<file path="src/sv/tsq_pkg.sv">
package tsq_pkg;

    // Default build values for the queue
    localparam int unsigned QUEUE_DEPTH_DEF = 16;
    localparam int unsigned TAG_BITS_DEF    = 16;

    // Fixed field widths
    localparam int unsigned TIME_W = 64;
    localparam int unsigned OTAG_W = 16;
    localparam int unsigned IVL_W  = 32;

    // Opcodes of an input request
    localparam logic OP_ADD   = 1'b0;
    localparam logic OP_CHECK = 1'b1;

    // One result request
    typedef struct packed {
        logic              fired;
        logic [OTAG_W-1:0] tag;
        logic              reprogram;
        logic              enable;
        logic [IVL_W-1:0]  interval;
        logic              rejected;
        logic              last;
    } t_res;

endpackage

</file>
<file path="src/sv/tsq_ram.sv">
module tsq_ram #(
    parameter int unsigned WIDTH = 8,
    parameter int unsigned DEPTH = 16
) (
    input  logic                     i_clk,
    input  logic                     i_we,
    input  logic [$clog2(DEPTH)-1:0] i_waddr,
    input  logic [WIDTH-1:0]         i_wdata,
    input  logic [$clog2(DEPTH)-1:0] i_raddr,
    output logic [WIDTH-1:0]         o_rdata
);

    logic [WIDTH-1:0] r_mem [DEPTH];
    logic [WIDTH-1:0] r_q;

    // One write port, one registered read port
    always_ff @(posedge i_clk) begin
        if (i_we) begin
            r_mem[i_waddr] <= i_wdata;
        end
        r_q <= r_mem[i_raddr];
    end

    assign o_rdata = r_q;

endmodule

</file>
<file path="src/sv/tsq_out.sv">
module tsq_out (
    input  logic          i_clk,
    input  logic          i_rst_n,
    input  logic          i_push,
    input  tsq_pkg::t_res i_res,
    output logic          o_free,
    output logic          o_valid,
    input  logic          i_ready,
    output tsq_pkg::t_res o_res
);
    import tsq_pkg::*;

    logic r_valid;
    t_res r_res;

    // Slot is free when empty or being drained this cycle
    assign o_free = !r_valid || i_ready;

    always_ff @(posedge i_clk) begin
        if (!i_rst_n) begin
            r_valid <= 1'b0;
        end else if (o_free) begin
            r_valid <= i_push;
        end
    end

    always_ff @(posedge i_clk) begin
        if (i_push && o_free) begin
            r_res <= i_res;
        end
    end

    assign o_valid = r_valid;
    assign o_res   = r_res;

endmodule

</file>
<file path="src/sv/tsq_ctrl.sv">
module tsq_ctrl #(
    parameter int unsigned QUEUE_DEPTH = 16,
    parameter int unsigned TAG_BITS    = 16
) (
    input  logic                                 i_clk,
    input  logic                                 i_rst_n,
    // input request
    input  logic                                 i_valid,
    output logic                                 o_ready,
    input  logic                                 i_opcode,
    input  logic [tsq_pkg::TIME_W-1:0]           i_now,
    input  logic [tsq_pkg::TIME_W-1:0]           i_delay,
    input  logic [tsq_pkg::OTAG_W-1:0]           i_tag,
    // result request
    output logic                                 o_push,
    input  logic                                 i_free,
    output tsq_pkg::t_res                        o_res,
    // entry memory
    output logic                                 o_we,
    output logic [$clog2(QUEUE_DEPTH)-1:0]       o_waddr,
    output logic [tsq_pkg::TIME_W+TAG_BITS-1:0]  o_wdata,
    output logic [$clog2(QUEUE_DEPTH)-1:0]       o_raddr,
    input  logic [tsq_pkg::TIME_W+TAG_BITS-1:0]  i_rdata
);
    import tsq_pkg::*;

    localparam int unsigned PW = $clog2(QUEUE_DEPTH);
    localparam int unsigned CW = $clog2(QUEUE_DEPTH + 1);
    localparam int unsigned SW = CW + 1;
    localparam int unsigned EW = TIME_W + TAG_BITS;

    typedef enum logic [5:0] {
        S_IDLE      = 6'b000001,
        S_ADD_START = 6'b000010,
        S_ADD_WALK  = 6'b000100,
        S_ADD_HEAD  = 6'b001000,
        S_ADD_FIN   = 6'b010000,
        S_CHK       = 6'b100000
    } t_state;

    t_state              r_state, n_state;
    logic [PW-1:0]       r_head, n_head;
    logic [CW-1:0]       r_count, n_count;
    logic [CW-1:0]       r_idx, n_idx;
    logic [TIME_W-1:0]   r_now, n_now;
    logic [TIME_W-1:0]   r_dl, n_dl;
    logic [IVL_W-1:0]    r_ivl, n_ivl;
    logic [TAG_BITS-1:0] r_tag, n_tag;
    logic                r_pos0, n_pos0;
    logic                r_rej, n_rej;

    logic [TIME_W-1:0]   q_dl;
    logic [TAG_BITS-1:0] q_tag;
    logic [63:0]         q_tag64;
    logic [63:0]         in_tag64;
    logic [EW-1:0]       new_word;
    logic                shift;

    // Logical queue slot to memory address, ring of QUEUE_DEPTH entries
    function automatic logic [PW-1:0] phys(input logic [PW-1:0] base,
                                           input logic [CW-1:0] off);
        logic [SW-1:0] s;
        s = SW'(base) + SW'(off);
        if (s >= SW'(QUEUE_DEPTH)) begin
            s = s - SW'(QUEUE_DEPTH);
        end
        return s[PW-1:0];
    endfunction

    assign q_dl     = i_rdata[EW-1:TAG_BITS];
    assign q_tag    = i_rdata[TAG_BITS-1:0];
    assign q_tag64  = 64'(q_tag);
    assign in_tag64 = 64'(i_tag);
    assign new_word = {r_dl, r_tag};
    assign o_ready  = (r_state == S_IDLE);

    // Sequencer: insert walks back from the tail, check pops from the head
    always_comb begin
        n_state = r_state;
        n_head  = r_head;
        n_count = r_count;
        n_idx   = r_idx;
        n_now   = r_now;
        n_dl    = r_dl;
        n_ivl   = r_ivl;
        n_tag   = r_tag;
        n_pos0  = r_pos0;
        n_rej   = r_rej;
        o_we    = 1'b0;
        o_waddr = r_head;
        o_wdata = new_word;
        o_raddr = r_head;
        o_push  = 1'b0;
        o_res   = '0;
        shift   = 1'b0;

        case (r_state)
            S_IDLE: begin
                if (i_valid) begin
                    n_now = i_now;
                    n_dl  = i_now + i_delay;
                    n_ivl = i_delay[IVL_W-1:0];
                    n_tag = in_tag64[TAG_BITS-1:0];
                    if (i_opcode == OP_CHECK) begin
                        n_state = S_CHK;
                    end else begin
                        n_state = S_ADD_START;
                    end
                end
            end
            S_ADD_START: begin
                n_rej  = 1'b0;
                n_pos0 = 1'b0;
                if (r_count == CW'(QUEUE_DEPTH)) begin
                    n_rej   = 1'b1;
                    n_state = S_ADD_FIN;
                end else if (r_count == '0) begin
                    o_we    = 1'b1;
                    o_waddr = r_head;
                    n_count = r_count + CW'(1);
                    n_pos0  = 1'b1;
                    n_state = S_ADD_FIN;
                end else begin
                    o_raddr = phys(r_head, r_count - CW'(1));
                    n_idx   = r_count - CW'(1);
                    n_state = S_ADD_WALK;
                end
            end
            S_ADD_WALK: begin
                // next lower slot is read ahead while this one is decided
                o_raddr = phys(r_head, r_idx - CW'(1));
                if (r_idx != '0) begin
                    shift = (q_dl >= r_dl);
                end else begin
                    shift = (r_dl < q_dl);
                end
                o_we    = 1'b1;
                o_waddr = phys(r_head, r_idx + CW'(1));
                if (shift) begin
                    o_wdata = i_rdata;
                    if (r_idx == '0) begin
                        n_state = S_ADD_HEAD;
                    end else begin
                        n_idx = r_idx - CW'(1);
                    end
                end else begin
                    n_count = r_count + CW'(1);
                    n_state = S_ADD_FIN;
                end
            end
            S_ADD_HEAD: begin
                o_we    = 1'b1;
                o_waddr = r_head;
                n_count = r_count + CW'(1);
                n_pos0  = 1'b1;
                n_state = S_ADD_FIN;
            end
            S_ADD_FIN: begin
                o_push          = 1'b1;
                o_res.enable    = 1'b1;
                o_res.rejected  = r_rej;
                o_res.reprogram = r_pos0;
                o_res.interval  = r_pos0 ? r_ivl : '0;
                o_res.last      = 1'b1;
                if (i_free) begin
                    n_state = S_IDLE;
                end
            end
            S_CHK: begin
                o_push = 1'b1;
                if (r_count == '0) begin
                    // queue drained: timer off
                    o_res.reprogram = 1'b1;
                    o_res.last      = 1'b1;
                    if (i_free) begin
                        n_state = S_IDLE;
                    end
                end else if (q_dl <= r_now) begin
                    o_res.fired = 1'b1;
                    o_res.tag   = q_tag64[OTAG_W-1:0];
                    if (i_free) begin
                        n_head  = phys(r_head, CW'(1));
                        n_count = r_count - CW'(1);
                    end
                end else begin
                    o_res.reprogram = 1'b1;
                    o_res.enable    = 1'b1;
                    o_res.interval  = q_dl[IVL_W-1:0] - r_now[IVL_W-1:0];
                    o_res.last      = 1'b1;
                    if (i_free) begin
                        n_state = S_IDLE;
                    end
                end
                // read the head that stands after this cycle
                o_raddr = n_head;
            end
            default: begin
                n_state = S_IDLE;
            end
        endcase
    end

    // Control state
    always_ff @(posedge i_clk) begin
        if (!i_rst_n) begin
            r_state <= S_IDLE;
            r_head  <= '0;
            r_count <= '0;
        end else begin
            r_state <= n_state;
            r_head  <= n_head;
            r_count <= n_count;
        end
    end

    // Working payload
    always_ff @(posedge i_clk) begin
        r_idx  <= n_idx;
        r_now  <= n_now;
        r_dl   <= n_dl;
        r_ivl  <= n_ivl;
        r_tag  <= n_tag;
        r_pos0 <= n_pos0;
        r_rej  <= n_rej;
    end

    a_count_range: assert property (@(posedge i_clk) disable iff (!i_rst_n)
        r_count <= CW'(QUEUE_DEPTH))
        else $error("entry count above queue depth");

    a_head_range: assert property (@(posedge i_clk) disable iff (!i_rst_n)
        {1'b0, r_head} < (PW+1)'(QUEUE_DEPTH))
        else $error("head pointer out of ring");

    a_walk_no_clash: assert property (@(posedge i_clk) disable iff (!i_rst_n)
        (r_state == S_ADD_WALK && r_idx != '0) |-> (o_waddr != o_raddr))
        else $error("insert walk reads the slot it writes");

    a_last_ends: assert property (@(posedge i_clk) disable iff (!i_rst_n)
        (o_push && i_free && o_res.last) |=> (r_state == S_IDLE))
        else $error("final result did not end the request");

    a_accept_busy: assert property (@(posedge i_clk) disable iff (!i_rst_n)
        (r_state == S_IDLE && i_valid) |=> (r_state != S_IDLE))
        else $error("accepted request left sequencer idle");

endmodule

</file>
<file path="src/sv/sorted_timer_event_queue_unit.sv">
// Channel  Dir  tdata (low bit up)                         tuser / tlast
// s        in   now_time[63:0] delay_ticks[127:64]         tuser: opcode
//               event_tag[143:128]
// m        out  fired_tag[15:0] timer_enable[16]           tuser: fired, reprogram,
//               interval[48:17], zero fill[55:49]          rejected; tlast: last
//
// An add that finds the queue empty or full goes from S_ADD_START straight to S_ADD_FIN;
// else it walks from the tail toward the head in S_ADD_WALK, moving each entry it passes
// one slot toward the tail, and ends in S_ADD_FIN, via S_ADD_HEAD when the new entry goes to the head.
// A check pushes one result per popped event plus one for the status result; the sequencer
// then returns to idle, where it can take the next request.
// Reset clears count and head, RAM not swept; a stalled result holds the sequencer.
module sorted_timer_event_queue_unit #(
    parameter int unsigned QUEUE_DEPTH = tsq_pkg::QUEUE_DEPTH_DEF,
    parameter int unsigned TAG_BITS    = tsq_pkg::TAG_BITS_DEF
) (
    input  logic         i_clk,
    input  logic         i_rst_n,
    input  logic         i_s_tvalid,
    output logic         o_s_tready,
    input  logic [143:0] i_s_tdata,   // now_time, delay_ticks, event_tag
    input  logic         i_s_tuser,   // opcode
    output logic         o_m_tvalid,
    input  logic         i_m_tready,
    output logic [55:0]  o_m_tdata,   // fired_tag, timer_enable, interval, zero fill
    output logic [2:0]   o_m_tuser,   // fired, reprogram, rejected
    output logic         o_m_tlast
);
    import tsq_pkg::*;

    localparam int unsigned PW = $clog2(QUEUE_DEPTH);
    localparam int unsigned EW = TIME_W + TAG_BITS;

    logic          push;
    logic          free;
    t_res          ctrl_res;
    t_res          out_res;
    logic          we;
    logic [PW-1:0] waddr;
    logic [PW-1:0] raddr;
    logic [EW-1:0] wdata;
    logic [EW-1:0] rdata;

    // Sequencer
    tsq_ctrl #(
        .QUEUE_DEPTH (QUEUE_DEPTH),
        .TAG_BITS    (TAG_BITS)
    ) u_ctrl (
        .i_clk    (i_clk),
        .i_rst_n  (i_rst_n),
        .i_valid  (i_s_tvalid),
        .o_ready  (o_s_tready),
        .i_opcode (i_s_tuser),
        .i_now    (i_s_tdata[63:0]),
        .i_delay  (i_s_tdata[127:64]),
        .i_tag    (i_s_tdata[143:128]),
        .o_push   (push),
        .i_free   (free),
        .o_res    (ctrl_res),
        .o_we     (we),
        .o_waddr  (waddr),
        .o_wdata  (wdata),
        .o_raddr  (raddr),
        .i_rdata  (rdata)
    );

    // Entry store: deadline above tag
    tsq_ram #(
        .WIDTH (EW),
        .DEPTH (QUEUE_DEPTH)
    ) u_ram (
        .i_clk   (i_clk),
        .i_we    (we),
        .i_waddr (waddr),
        .i_wdata (wdata),
        .i_raddr (raddr),
        .o_rdata (rdata)
    );

    // Result register
    tsq_out u_out (
        .i_clk   (i_clk),
        .i_rst_n (i_rst_n),
        .i_push  (push),
        .i_res   (ctrl_res),
        .o_free  (free),
        .o_valid (o_m_tvalid),
        .i_ready (i_m_tready),
        .o_res   (out_res)
    );

    // Pack result fields
    assign o_m_tdata = {7'b0, out_res.interval, out_res.enable, out_res.tag};
    assign o_m_tuser = {out_res.rejected, out_res.reprogram, out_res.fired};
    assign o_m_tlast = out_res.last;

endmodule
</file>
<file path="config.mk">
export PLATFORM = sky130hd
export DESIGN_NAME = sorted_timer_event_queue_unit
export DESIGN_NICKNAME = d
export VERILOG_FILES = /design/src/sv/tsq_pkg.sv /design/src/sv/tsq_ram.sv /design/src/sv/tsq_out.sv /design/src/sv/tsq_ctrl.sv /design/src/sv/sorted_timer_event_queue_unit.sv
export SDC_FILE = /design/constraint.sdc
export NUM_CORES = 2
export LEC_CHECK = 0
export ABC_AREA = 1
export BUFFER_PORTS_ARGS = -buffer_cell sky130_fd_sc_hd__buf_2
export CAP_MARGIN = 30
export CORE_ASPECT_RATIO = 0.7
export CORE_MARGIN = 5
export CORE_UTILIZATION = 45
export CTS_CLUSTER_SIZE = 25
export DETAILED_ROUTE_END_ITERATION = 10
export PLACE_DENSITY_LB_ADDON = 0.25
export SKIP_CTS_REPAIR_TIMING = 1
export SYNTH_ARGS = -nofsm -noshare
export SYNTH_HDL_FRONTEND = slang
export SYNTH_HIERARCHICAL = 1
export SYNTH_SLANG_ARGS = --single-unit
export TNS_END_PERCENT = 30
</file>
<file path="constraint.sdc">
create_clock -name i_clk -period 11.9 [get_ports i_clk]
set_input_delay 2.38 -clock i_clk [delete_from_list [all_inputs] [get_ports i_clk]]
set_output_delay 2.38 -clock i_clk [all_outputs]
set_load 0.01 [all_outputs]
</file>
==> reports/results.ini <==
[routing]
avgViaCountPerCell = 5.243
wl_per_cell_microns = 21.22
drt_iter0_markers = 6175
detailedRoute.firstPassIterationCount = 5
routed-via-count = 53040
antenna_violating_nets_post_route = 0
routed_wirelength_mm = 214.6
route.detailed.drc = 0

[die]
floorplan.rows = 125
ioPinCount = 211
core_sq_um = 165800
floorplan.initialDensity = 0.4526
die_width_microns = 498.1
floorplan.die_area_sq_um = 175100
die_height_microns = 351.7

[sta]
setup_total_negative_slack_ns = 0
final_setup_violating_endpoints = 0
hold_viol = 0
rsz0062_at_grt = false
fin_crit_ns = 6.393
fin_crit_sh = 0.5372
timing.max_slew.rel_slack = 0.1486
max_freq_mhz = 156.4
tightest_slew_ns = 1.277
maxSlewViolCount = 0
timing.clock.skew_ns = 0.02945
worst_slack_ns = 5.507

[power_and_ir_drop]
power.density_cell_area_nw_per_um2 = 173.4
total_leakage_power_nw = 36.13
post-layout-total-power_mw = 14.57
irDropWorstVdd_mv = 0.1257

[setup_path]
worst_setup_path_end_kind = flop
crit_path_cell_count = 19
cpMostUsedCell = sky130_fd_sc_hd__nand3_1
crit_fanout = 230
critical_path.top_delay_family = simple AND/OR/NAND/NOR gates
crit_type = reg -> reg
worstRegToRegCells = 19
worstSetupStartpointType = flop
critical_path_at_ns = 6.93
critPathBufInv = 4
critPathRequiredTime_ns = 12.43
worst_path_max_delay_cell = sky130_fd_sc_hd__buf_4
crit_path_cell_trace = inv_1, ha_1, nand4_1, nor3_1, nor3b_2, nand3_2, nand2_4, nand3_1, nand2_1, nand3_1, nand4_1, buf_4, buf_12, buf_4, nand2_1, nand3_1, nand3_1, nand3_1, nand2_1
cp_slowest_stage_delay_ns = 0.80

[final_layout]
number_of_nets_in_the_layout = 8121
layout.cells.most_common_list = sky130_fd_sc_hd__nand2_1 (2184), sky130_fd_sc_hd__edfxtp_1 (1516), sky130_fd_sc_hd__inv_1 (1298), sky130_fd_sc_hd__nand3_1 (1028), sky130_fd_sc_hd__ha_1 (205)
area_growth_pct = 11.93
mostFrequentLayoutCell = sky130_fd_sc_hd__nand2_1
num-fill-cells = 14850
final_layout_size_suffix_gt1_frac = 0.08454

[grt]
grt_antenna_before_repair = 11
via_count_of_the_first_global_routing_pass = 48200
wire_length_of_the_first_global_routing_pass_mm = 315.3
gr-total-overflow = 0
maximum_number_of_pins_on_one_net_before_global_route_repair = 231
grt_usage = 0.2380

[synth]
synthFlopType = sky130_fd_sc_hd__edfxtp_1
synth_seq_area_share = 0.6323
yosys.cell_types.count = 59
synth_largest_area_cell = sky130_fd_sc_hd__edfxtp_1
synthesis.yosys.warnings = 6
synth_top_cell_area_share = 0.6067
number_of_enable_flip_flop_cells_after_synthesis = 1516
postSynthCellCount = 7547
syn-mean-instance-area_sq_um = 9.943
ys_seq_elements = 1612
ys_top_cells_by_area = sky130_fd_sc_hd__edfxtp_1 (61%), sky130_fd_sc_hd__nand2_1 (11%), sky130_fd_sc_hd__nand3_1 (6.9%)
postSynth.asyncResetShare = 0
summed_instance_area_of_the_synthesized_netlist_sq_um = 75040

[clock_network]
clockRootBuffer = sky130_fd_sc_hd__clkbuf_16
clk_transition_reported_paths_ns = 0.06
cts_tree = built
max-clock-path-buffers = 3
cts_sinks = 1612
htree_levels = 4
clock_insertion_delay_worst_skew_ns = 0.79
cts_inserted_buffers = 154

[placement]
io_buffers = 203
detailed_place_hpwl_mm = 127.1
dp_slack_ns = 5.440
globalplace.congestion = 1.000

[outcome]
run_status = completed

[worst_hold_path]
min_delay_path_depth = 2
min_path_type = reg -> reg

[run]
drv.max_cap_violation_count = 0

## final cells by class
type / count / area, sq um / area share
diodes: 5 / 12.51 / 0.0001490
clock buffers: 209 / 4295 / 0.05114
clock inverters: 75 / 877.1 / 0.01044
well taps: 2222 / 2780 / 0.03310
inverters: 1316 / 4965 / 0.05911
repair buffers: 354 / 2369 / 0.02820
flip-flops and latches: 1612 / 47450 / 0.5649
multi-input cells: 4324 / 21250 / 0.2530
## path summary, 6_finish.rpt
path	start	endpoint	slack, ns
worst max-delay path	u_ctrl/r_now[63]	u_ram/o_rdata[41]	5.51
worst min-delay path	u_ctrl/r_state[4]	u_ctrl/r_state[4]	0.50
worst max register to register	u_ctrl/r_now[63]	u_ram/o_rdata[41]	5.51
worst min register to register	u_ctrl/r_state[4]	u_ctrl/r_state[4]	0.50
## metal layers
| layer | vias up | global-route usage | part of all wire |
|---|---|---|---|
| li1 | 25110 | - | - |
| met1 | 25480 | 0.3562 | 0.45 |
| met2 | 2195 | 0.3589 | 0.44 |
| met3 | 249 | 0.04400 | 0.091 |
| met4 | 2 | 0.06077 | 0.021 |
| met5 | - | 0 | 0.000042 |
## power breakdown
group	switching, mW	internal (mW)	total [mW]
Sequential	0.148	6.73	6.88
Clock	2.20	2.88	5.08
Combinational	1.85	0.762	2.61
Total	4.20	10.4	14.6
## state kept, by name, summed over array words and instances (netlist names), 5 cells and up
name            count
u_ctrl/r_now       64
u_ctrl/r_tag       16
u_ctrl/r_count      5
u_ctrl/r_dl        64
u_ctrl/r_state      6
u_out/o_res        53
u_ram/o_rdata      80
u_ram/r_mem      1280
u_ctrl/r_idx        5
u_ctrl/r_ivl       32
## tightest hold or removal path, stage by stage, from the launching register on
cell and delay [ns]:
sky130_fd_sc_hd__dfxtp_1 0.32, sky130_fd_sc_hd__nand2_1 0.07, sky130_fd_sc_hd__a21oi_1 0.06
## logic make-up (layout without fill, tap and decap cells)
kind of cell	after synthesis	in the layout	share of synthesized area
simple gates	3532	3532	0.1994
buf+inv	1617	1954	0.08684
other cells	1	12	0.00004997
xor+xnor	94	94	0.01097
flops	1612	1612	0.6323
compound gates	481	481	0.03497
fa+ha+maj	210	210	0.03552
## stage by stage
| step | instance area [sq um] | utilization | std cells | hold WS (ns) |
|---|---|---|---|---|
| after detailed placement | 78740 | 0.4750 | 9825 | 0.4804 |
| after floorplan | 75060 | - | 7553 | 0.4522 |
| final | 83990 | 0.5066 | 10120 | 0.5002 |
| after CTS | 83920 | 0.5062 | 10110 | 0.4917 |
| after global placement | 78530 | 0.4737 | 9810 | 0.4741 |
| after global routing | 83980 | 0.5066 | 10110 | 0.5387 |
## synthesized netlist by cell type (2+ instances only)
master	instances
sky130_fd_sc_hd__edfxtp_1	1516
sky130_fd_sc_hd__o21a_1	4
sky130_fd_sc_hd__nand2_1	2184
sky130_fd_sc_hd__o221ai_1	2
sky130_fd_sc_hd__nand3_4	2
sky130_fd_sc_hd__buf_1	13
sky130_fd_sc_hd__nand2_4	4
sky130_fd_sc_hd__fa_1	5
sky130_fd_sc_hd__nand4_1	21
sky130_fd_sc_hd__xnor2_1	33
sky130_fd_sc_hd__buf_6	9
sky130_fd_sc_hd__o21ai_0	187
sky130_fd_sc_hd__a21o_1	26
sky130_fd_sc_hd__o21bai_1	9
sky130_fd_sc_hd__xor2_1	61
sky130_fd_sc_hd__nand3b_1	3
sky130_fd_sc_hd__nor3b_2	2
sky130_fd_sc_hd__nor2_2	4
sky130_fd_sc_hd__a21oi_2	3
sky130_fd_sc_hd__ha_1	205
sky130_fd_sc_hd__and3_1	4
sky130_fd_sc_hd__inv_2	16
sky130_fd_sc_hd__nor4_2	2
sky130_fd_sc_hd__a211oi_1	2
sky130_fd_sc_hd__buf_4	33
sky130_fd_sc_hd__nand3_2	4
sky130_fd_sc_hd__nand3_1	1028
sky130_fd_sc_hd__nor4_1	10
sky130_fd_sc_hd__a21oi_1	182
sky130_fd_sc_hd__a31oi_1	27
sky130_fd_sc_hd__nand2_2	11
sky130_fd_sc_hd__clkbuf_1	56
sky130_fd_sc_hd__and2_1	2
sky130_fd_sc_hd__a21boi_1	3
sky130_fd_sc_hd__dfxtp_1	96
sky130_fd_sc_hd__nor2_1	216
sky130_fd_sc_hd__nor2_4	12
sky130_fd_sc_hd__inv_1	1298
sky130_fd_sc_hd__o21ai_1	21
sky130_fd_sc_hd__nor3_1	17
sky130_fd_sc_hd__buf_2	189
sky130_fd_sc_hd__o211ai_1	8
No activity file was read; power rests on OpenSTA's default activity.
